$ cat src/hw/rtl/mptk_pkg.sv
// Shared widths, reset constants and the token type for the profit chain.
// Used by mptk_cell and max_profit_k_transactions_top; depends on nothing.
package mptk_pkg;

    localparam int PRICE_W       = 16;
    localparam int PROFIT_W      = 26;
    localparam int HOLD_W        = 28;
    localparam int FREE_W        = 27;
    localparam int K_W           = 5;
    localparam int MAX_TRANS_DEF = 16;
    localparam int K_RESET       = 1;

    localparam logic signed [HOLD_W-1:0] HOLD_RESET = {1'b1, {(HOLD_W-1){1'b0}}};

    typedef struct packed {
        logic                valid;
        logic                last;
        logic [PRICE_W-1:0]  price;
        logic [FREE_W-1:0]   free;
        logic [PROFIT_W-1:0] ans;
    } token_t;

endpackage

$ cat src/hw/rtl/mptk_cell.sv
// One cell of the chain: holding and free balances for one transaction count.
// Depends on mptk_pkg for widths, reset values and token_t.
module mptk_cell
    import mptk_pkg::*;
(
    input  logic   aclk,
    input  logic   aresetn,
    input  logic   adv,
    input  logic   tap_en,
    input  token_t tok_in,
    output token_t tok_out
);

    logic signed [HOLD_W-1:0] hold_reg;
    logic [FREE_W-1:0]        free_reg;
    logic                     valid_reg;
    logic                     last_reg;
    logic [PRICE_W-1:0]       price_reg;
    logic [FREE_W-1:0]        fwd_free_reg;
    logic [PROFIT_W-1:0]      ans_reg;

    logic signed [HOLD_W-1:0] price_s;
    logic signed [HOLD_W-1:0] buy;
    logic signed [HOLD_W-1:0] hold_next;
    logic signed [HOLD_W-1:0] sell;
    logic signed [HOLD_W-1:0] free_s;
    logic signed [HOLD_W-1:0] free_w;
    logic [FREE_W-1:0]        free_next;
    logic                     take;

    assign take      = adv && tok_in.valid;
    assign price_s   = signed'({{(HOLD_W-PRICE_W){1'b0}}, tok_in.price});
    assign buy       = signed'({1'b0, tok_in.free}) - price_s;
    assign hold_next = (buy > hold_reg) ? buy : hold_reg;
    assign sell      = hold_next + price_s;
    assign free_s    = signed'({1'b0, free_reg});
    assign free_w    = (sell > free_s) ? sell : free_s;
    assign free_next = free_w[FREE_W-1:0];

    always_ff @(posedge aclk) begin
        if (!aresetn) begin
            hold_reg  <= HOLD_RESET;
            free_reg  <= '0;
            valid_reg <= 1'b0;
        end else begin
            if (adv) begin
                valid_reg <= tok_in.valid;
            end
            if (take) begin
                if (tok_in.last) begin
                    hold_reg <= HOLD_RESET;
                    free_reg <= '0;
                end else begin
                    hold_reg <= hold_next;
                    free_reg <= free_next;
                end
            end
        end
    end

    always_ff @(posedge aclk) begin
        if (take) begin
            last_reg     <= tok_in.last;
            price_reg    <= tok_in.price;
            fwd_free_reg <= free_next;
            ans_reg      <= tap_en ? free_next[PROFIT_W-1:0] : tok_in.ans;
        end
    end

    always_comb begin
        tok_out.valid = valid_reg;
        tok_out.last  = last_reg;
        tok_out.price = price_reg;
        tok_out.free  = fwd_free_reg;
        tok_out.ans   = ans_reg;
    end

endmodule

$ cat config.mk
export PLATFORM = sky130hd
export DESIGN_NAME = mptk_cell
export DESIGN_NICKNAME = d
export VERILOG_FILES = /design/src/hw/rtl/mptk_pkg.sv /design/src/hw/rtl/mptk_cell.sv
export SDC_FILE = /design/constraint.sdc
export NUM_CORES = 1
export LEC_CHECK = 0
export ABC_AREA = 0
export BUFFER_PORTS_ARGS = -buffer_cell sky130_fd_sc_hd__buf_2
export CORE_MARGIN = 3
export CORE_UTILIZATION = 50
export CTS_BUF_LIST = sky130_fd_sc_hd__clkbuf_8
export DETAILED_ROUTE_END_ITERATION = 10
export GPL_TIMING_DRIVEN = 1
export PLACE_DENSITY = 0.7
export SLEW_MARGIN = 20
export SYNTH_ARGS = -nofsm -noshare
export SYNTH_HDL_FRONTEND = slang
export SYNTH_SLANG_ARGS = --single-unit
$ cat constraint.sdc
create_clock -name aclk -period 30.8 [get_ports aclk]
set_input_delay 6.16 -clock aclk [delete_from_list [all_inputs] [get_ports aclk]]
set_output_delay 6.16 -clock aclk [all_outputs]
set_load 0.03 [all_outputs]
==> reports/summary.txt, run 1 <==
Ys flop type -> edfxtp_1
# Max-Cap Violations -> 0
Vias in the first global route -> 7220
Root Buffer -> clkbuf_8
Reg2reg setup slack -> 22.19 ns
Post-route ant nets -> 0
Ant. Diodes -> 0
Maximum VDD drop -> 33.9 uV
CTS HTree Levels -> 4
Worst Skew -> 0.0112 ns
Mapped Avg Cell Area -> 9.20 sq um
CP most frequent cell -> ha_1
Worst setup path endpoint -> fwd_free_reg[24]
Initial drt markers -> 573
Syn Inst Count -> 965
Buffer and inverter count on the worst path -> 6
Die area -> 0.0194 sq mm
Setup_tns -> 0 ns
Largest net degree at the start of global routing -> 64
Crit path DAT -> 16.46 ns
Final Critical Period -> 16.26 ns
Final Setup Violations -> 0
WL final -> 23.1 mm
Crit share post-route -> 52.8%
Critical path launch point -> tok_in[26]
DR vias -> 7716
Crit. End Element -> register
CTS tree -> yes
First-pass GRT wire length -> 37.1 mm
1st-pass router iterations -> 6
CP startpoint kind -> input pin
Maximum single-stage delay on the critical path -> 0.75 ns
R2R Path End -> fwd_free_reg[24]
Synth Warn # -> 0
Initial antenna violation count -> 0
Post-CTS Resized -> 0
Post-route insts no fill -> 1333
Later-pin clock latency in the skew report -> 0.46 ns
Register-to-Register Path Depth -> 30
GPL Wtd Cong -> 0.915
Average wire per standard cell -> 17.4 microns
Layout Nets -> 1259
CORE AREA -> 0.0174 sq mm
Worst r2r src -> hold_reg[5]
Max-slew violation total from the final report -> 0
Io pins -> 146
Slew Limit Headroom -> 46.5%
Row cnt -> 48
Mapped cell area -> 0.00888 sq mm
Hold Path Class -> reg2reg
# port buffers -> 145
Worst-path clk slew -> 0.07 ns
Clock Sinks -> 126
Die width -> 139 microns
WP depth -> 42
CP top delay family -> compound AO/OA/AOI/OAI gates
Finished Core Util -> 58.4%
DP Wirelength -> 17.7 mm
Die height -> 139 microns
Post-CTS Setup Bufs -> 0
CTS Buffer Depth -> 2
Worst-margin pin slew -> 0.801 ns
Pwr Density -> 57.6 mW/mm^2
# DRC -> 0
P_leak -> 4.13 nW
Yosys reg bits -> 126
Synth unique cells -> 68
Highest net fanout along the worst path -> 49
RSZ-0062 raised after global routing -> no
Max FFs per register -> 28
Grt total ovfl -> 0
Cells after DPL -> 1300
Critical path's slowest cell -> or4_1
Critical path type -> in2reg
Seq/Total Area, Yosys -> 36.3%
Max Freq -> 61.5 MHz
Initial core utilization -> 51.2%
Required time of the critical path -> 31.00 ns
Post-synth EDFFs -> 70
Vias/cell -> 5.79
Final hold violation count -> 0
Synth async-reset ratio -> 0%
Syn_nets -> 1129
Area Growth Syn to Fin -> 14.2%
Share of layout cells above drive strength 1 -> 20.1%
Inserted Clock Buffers -> 17
GRT Total Usage -> 23.5%
Run status -> finished, final reports clean
Hold Buf Count CTS -> 0
==> cell families after synthesis <==
| kind of cell | share of synthesized area, % |
|---|---|
| xor+xnor | 4.83 |
| compound gates | 21.5 |
| mux | 3.58 |
| flops | 36.3 |
| fa+ha+maj | 12.7 |
| simple gates | 15.1 |
| buf+inv | 5.99 |
==> worst min path at each step <==
stage	cells past startpoint	to	start	slack (ns)
final	2	valid_reg	valid_reg	0.49
after global placement	2	valid_reg	valid_reg	0.47
after global routing	1	free_reg[5]	free_reg[5]	0.52
after detailed placement	1	free_reg[11]	free_reg[11]	0.48
after CTS	2	valid_reg	valid_reg	0.49
after floorplan	2	valid_reg	valid_reg	0.46
==> per-stage QoR <==
| stage | cell area [sq um] | worst slack (ns) | total power, W | hold WS, ns |
|---|---|---|---|---|
| 6_report | 10100 | 14.54 | 0.000584 | 0.490 |
| 5_1_grt | 10100 | 13.94 | 0.000623 | 0.517 |
| 4_1_cts | 10100 | 14.75 | 0.000584 | 0.494 |
| 3_5_place_dp | 9780 | 14.26 | 0.000455 | 0.480 |
| 3_3_place_gp | 9780 | 14.42 | 0.000451 | 0.470 |
| 2_1_floorplan | 8880 | 15.14 | 0.000391 | 0.456 |
==> placed cells by master (no fill, tap or decap), drive strengths merged, types with 27 or more instances in the layout <==
cell	instances
buf	154
inv	92
ha	87
edfxtp	70
nand2	61
nor2	58
dfxtp	56
o21ai	49
a21oi	44
nor2b	34
xnor2	32
a21o	28
nand3	28
a22o	27
==> worst register-to-register path, delay by kind of cell (launching register included) <==
family | cells | cell delay, ns
muxes | 2 | 0.85
AOI/OAI and AO/OA | 11 | 2.62
buffers and inverters | 3 | 0.78
xor gates and xnor gates | 1 | 0.38
adders and majority gates | 3 | 0.94
and+or+nand+nor | 10 | 2.40
DFF | 1 | 0.36
==> synth_stat cells (3+ instances only) <==
cell type	instances	area share, %
mux2i_1	7	0.79
nand3_1	28	1.6
and4_1	5	0.49
buf_4	3	0.25
a31o_2	3	0.30
a21boi_0	3	0.25
inv_1	89	3.8
nor2b_1	34	2.4
o22ai_1	9	0.63
nand2_1	60	2.5
nor2_1	58	2.5
a311o_1	4	0.45
a31oi_1	21	1.5
clkbuf_1	29	1.2
o21ai_0	47	2.6
a22oi_1	21	1.8
or3_1	5	0.35
and2_1	9	0.63
buf_2	8	0.45
edfxtp_1	70	24
a211oi_1	6	0.51
mux2_2	22	2.8
o211ai_1	11	0.93
xnor2_1	32	3.2
a22o_1	27	2.7
nand4_1	19	1.3
dfxtp_1	56	13
o221ai_1	6	0.59
ha_1	87	12
o21a_1	16	1.4
nand2b_1	6	0.42
nor4_1	7	0.49
o2111ai_1	3	0.30
o31ai_1	5	0.42
and3_1	6	0.42
xor2_1	17	1.7
a21o_1	28	2.4
o21bai_1	5	0.42
nor3_1	15	0.85
a21oi_1	42	2.4
==> layer usage <==
metal | track usage [%] | vias up | wire length (microns)
li1 | - | 3816 | -
met4 | 7.98 | 0 | 557
met3 | 4.30 | 46 | 1460
met5 | 0 | - | 0
met1 | 33.6 | 3551 | 11100
met2 | 36.2 | 303 | 10100
==> power breakdown <==
| part | internal, W | total [W] | switching [W] | leakage [nW] |
|---|---|---|---|---|
| combinational | 0.0000973 | 0.000252 | 0.000155 | 2.83 |
| sequential | 0.000197 | 0.000202 | 0.00000524 | 1.12 |
| clock | 0.0000617 | 0.000130 | 0.0000679 | 0.179 |
| total | 0.000356 | 0.000584 | 0.000228 | 4.13 |
==> area by class of cell <==
class	count	area (sq um)
clock buffer	17	234
sequential	126	3220
clock inverter	15	109
multi-input combinational	707	5150
inverter	89	335
timing repair buffer	154	806
fill	1573	7220
tap	225	282
Power figures use the tool's default switching activity.
==> run 2: changes to the inputs <==
==> constraint.sdc (replaced) <==
create_clock -name aclk -period 16.5 [get_ports aclk]
set_input_delay 3.3 -clock aclk [delete_from_list [all_inputs] [get_ports aclk]]
set_output_delay 3.3 -clock aclk [all_outputs]
set_load 0.03 [all_outputs]
==> run 2 against run 1 <==
Effect of this change:
- register-to-register slack got worse by 14 ns
- power increased by 89%
- sequential cell count unchanged
- clock power increased by 99%
- critical path depth decreased by 1
- global-route usage increased by 0.34 points
- core utilization increased by 0.14 points
- sequential share of layout area decreased by 0.078 points
==> reports/summary.txt, run 2 (synthesized netlist as in run 1, its figures left out) <==
Run status -> finished, final reports clean
Post-route ant nets -> 0 (unchanged)
Share of layout cells above drive strength 1 -> 20.1% (unchanged)
CP startpoint kind -> input pin
Pwr Density -> 109 mW/mm^2 (+89%)
Worst r2r src -> hold_reg[5]
CORE AREA -> 0.0174 sq mm (unchanged)
CP most frequent cell -> ha_1
Grt total ovfl -> 0 (unchanged)
Initial antenna violation count -> 0 (unchanged)
Final setup margin -> 3.21 ns (-11.34 ns)
Final hold violation count -> 0 (unchanged)
Initial core utilization -> 51.2% (unchanged)
Layout Nets -> 1259 (unchanged)
Max Freq -> 75.2 MHz
Largest net degree at the start of global routing -> 64 (unchanged)
Reg2reg setup slack -> 7.94 ns (-14.25 ns)
CTS HTree Levels -> 4 (unchanged)
Max-slew violation total from the final report -> 0 (unchanged)
# Max-Cap Violations -> 0 (unchanged)
Maximum single-stage delay on the critical path -> 0.76 ns (about the same)
Area Growth Syn to Fin -> 14.5%
1st-pass router iterations -> 8 (+2)
Commonest non-fill, non-tap cells in the layout -> 145 x buf_2, 92 x inv_1, 87 x ha_1
Worst hold slack -> 0.499 ns (+0.00907 ns)
P_leak -> 4.16 nW (+0.61%)
Highest net fanout along the worst path -> 49 (unchanged)
Root Buffer -> clkbuf_8
Later-pin clock latency in the skew report -> 0.45 ns (about the same)
Worst Hold Depth -> 2 (unchanged)
Row cnt -> 48 (unchanged)
Vias/cell -> 5.81 (+0.41%)
Worst-path clk slew -> 0.08 ns (about the same)
Post-CTS Resized -> 0 (unchanged)
First-pass GRT wire length -> 37.7 mm (+1.5%)
Hold_sp -> valid_reg
Die area -> 0.0194 sq mm (unchanged)
Critical path type -> in2reg
Hold Path Class -> reg2reg
GPL Wtd Cong -> 0.921 (+0.70%)
R2R Path End -> fwd_free_reg[24]
RSZ-0062 raised after global routing -> no
Final Critical Period -> 13.29 ns
Crit path DAT -> 13.49 ns (-2.97 ns)
DP Wirelength -> 17.7 mm (+0.28%)
Worst slack, placed -> 2.82 ns (-11.44 ns)
Slew Limit Headroom -> 41.9% (-4.6 points)
Max FFs per register -> 28 (unchanged)
Post-CTS Setup Bufs -> 0 (unchanged)
Die height -> 139 microns (unchanged)
Maximum VDD drop -> 57.3 uV (+69%)
GRT Total Usage -> 23.9% (+0.34 points)
Die width -> 139 microns (unchanged)
Required time of the critical path -> 16.70 ns (-14.30 ns)
Worst Skew -> 0.0103 ns (-0.000899 ns)
Setup_tns -> 0 ns (unchanged)
WL final -> 23.3 mm (+0.57%)
Register-to-Register Path Depth -> 30 (unchanged)
CTS tree -> yes
Clock Sinks -> 126 (unchanged)
Ant. Diodes -> 0 (unchanged)
CTS Buffer Depth -> 2 (unchanged)
Hold Path End -> valid_reg
Worst-margin pin slew -> 0.860 ns (+0.0587 ns)
Initial drt markers -> 552 (-3.7%)
Commonest non-fill, non-tap cell in the layout -> buf_2
Critical path's slowest cell -> or4_1
# DRC -> 0 (unchanged)
Crit. End Element -> register
DR vias -> 7748 (+0.41%)
Hold Buf Count CTS -> 0 (unchanged)
Final Setup Violations -> 0 (unchanged)
Vias in the first global route -> 7258 (+0.53%)
# port buffers -> 145 (unchanged)
Io pins -> 146 (unchanged)
Crit share post-route -> 80.6%
Inserted Clock Buffers -> 17 (unchanged)
Average wire per standard cell -> 17.5 microns (+0.57%)
-- run 2: changes by cell type in the layout (fill, tap and decap cells not counted) --
cell and change:
clkinv_1 -1, inv_1 +1, clkinv_4 +3, inv_6 -1
bufinv_16 +1, clkinvlp_4 -3
-- run 2: report_power, final --
group | switching [W] | leakage [nW] | internal [W]
combinational | 0.000288 | 2.83 | 0.000182
clock | 0.000128 | 0.204 | 0.000131
sequential | 0.00000969 | 1.12 | 0.000367
total | 0.000426 | 4.16 | 0.000680
-- run 2: metal layers --
metal | vias up | GRT usage (%) | routed length, microns | part of all wire (%)
li1 | 3824 | - | - | -
met2 | 286 | 36.5 | 10100 | 44
met3 | 46 | 4.19 | 1370 | 5.9
met1 | 3592 | 34.5 | 11200 | 48
met4 | 0 | 7.83 | 572 | 2.5
met5 | - | 0 | 0 | 0
-- run 2: how the worst max path moves through the flow --
stage                             endpoint  startpoint  slack, ns
final                     fwd_free_reg[24]  tok_in[54]       3.21
after global routing      fwd_free_reg[19]  tok_in[54]       2.40
after CTS                 fwd_free_reg[24]  tok_in[54]       3.29
after detailed placement  fwd_free_reg[22]  tok_in[54]       2.82
after global placement    fwd_free_reg[25]  tok_in[26]       2.97
after floorplan           fwd_free_reg[19]  tok_in[57]       3.70
-- run 2: layout make-up --
class                   instances  area (sq um)
multi-input cells             707          5150
fillers                      1564          7190
inverters                      89           335
clock buffers                  17           234
clock inverters                15           134
well taps                     225           282
repair buffers                154           806
flip-flops and latches        126          3220
-- run 2: critical path, delay by kind of cell --
kind / cells / cell delay, ns
muxes: 1 / 0.40
buffers and inverters: 5 / 0.86
and+or+nand+nor: 14 / 3.37
AOI/OAI and AO/OA: 14 / 3.43
adders and majority gates: 5 / 1.46
xor gates and xnor gates: 2 / 0.62
-- run 2: per-stage QoR --
stage	instance area, sq um	total power, W	utilization (%)	std cells
finish	10200	0.00111	58.6	1333
global route	10200	0.00118	58.6	1333
CTS	10100	0.00111	58.4	1332
detailed placement	9780	0.000849	56.3	1300
global placement	9780	0.000841	56.3	1300
floorplan	8880	0.000730	-	965
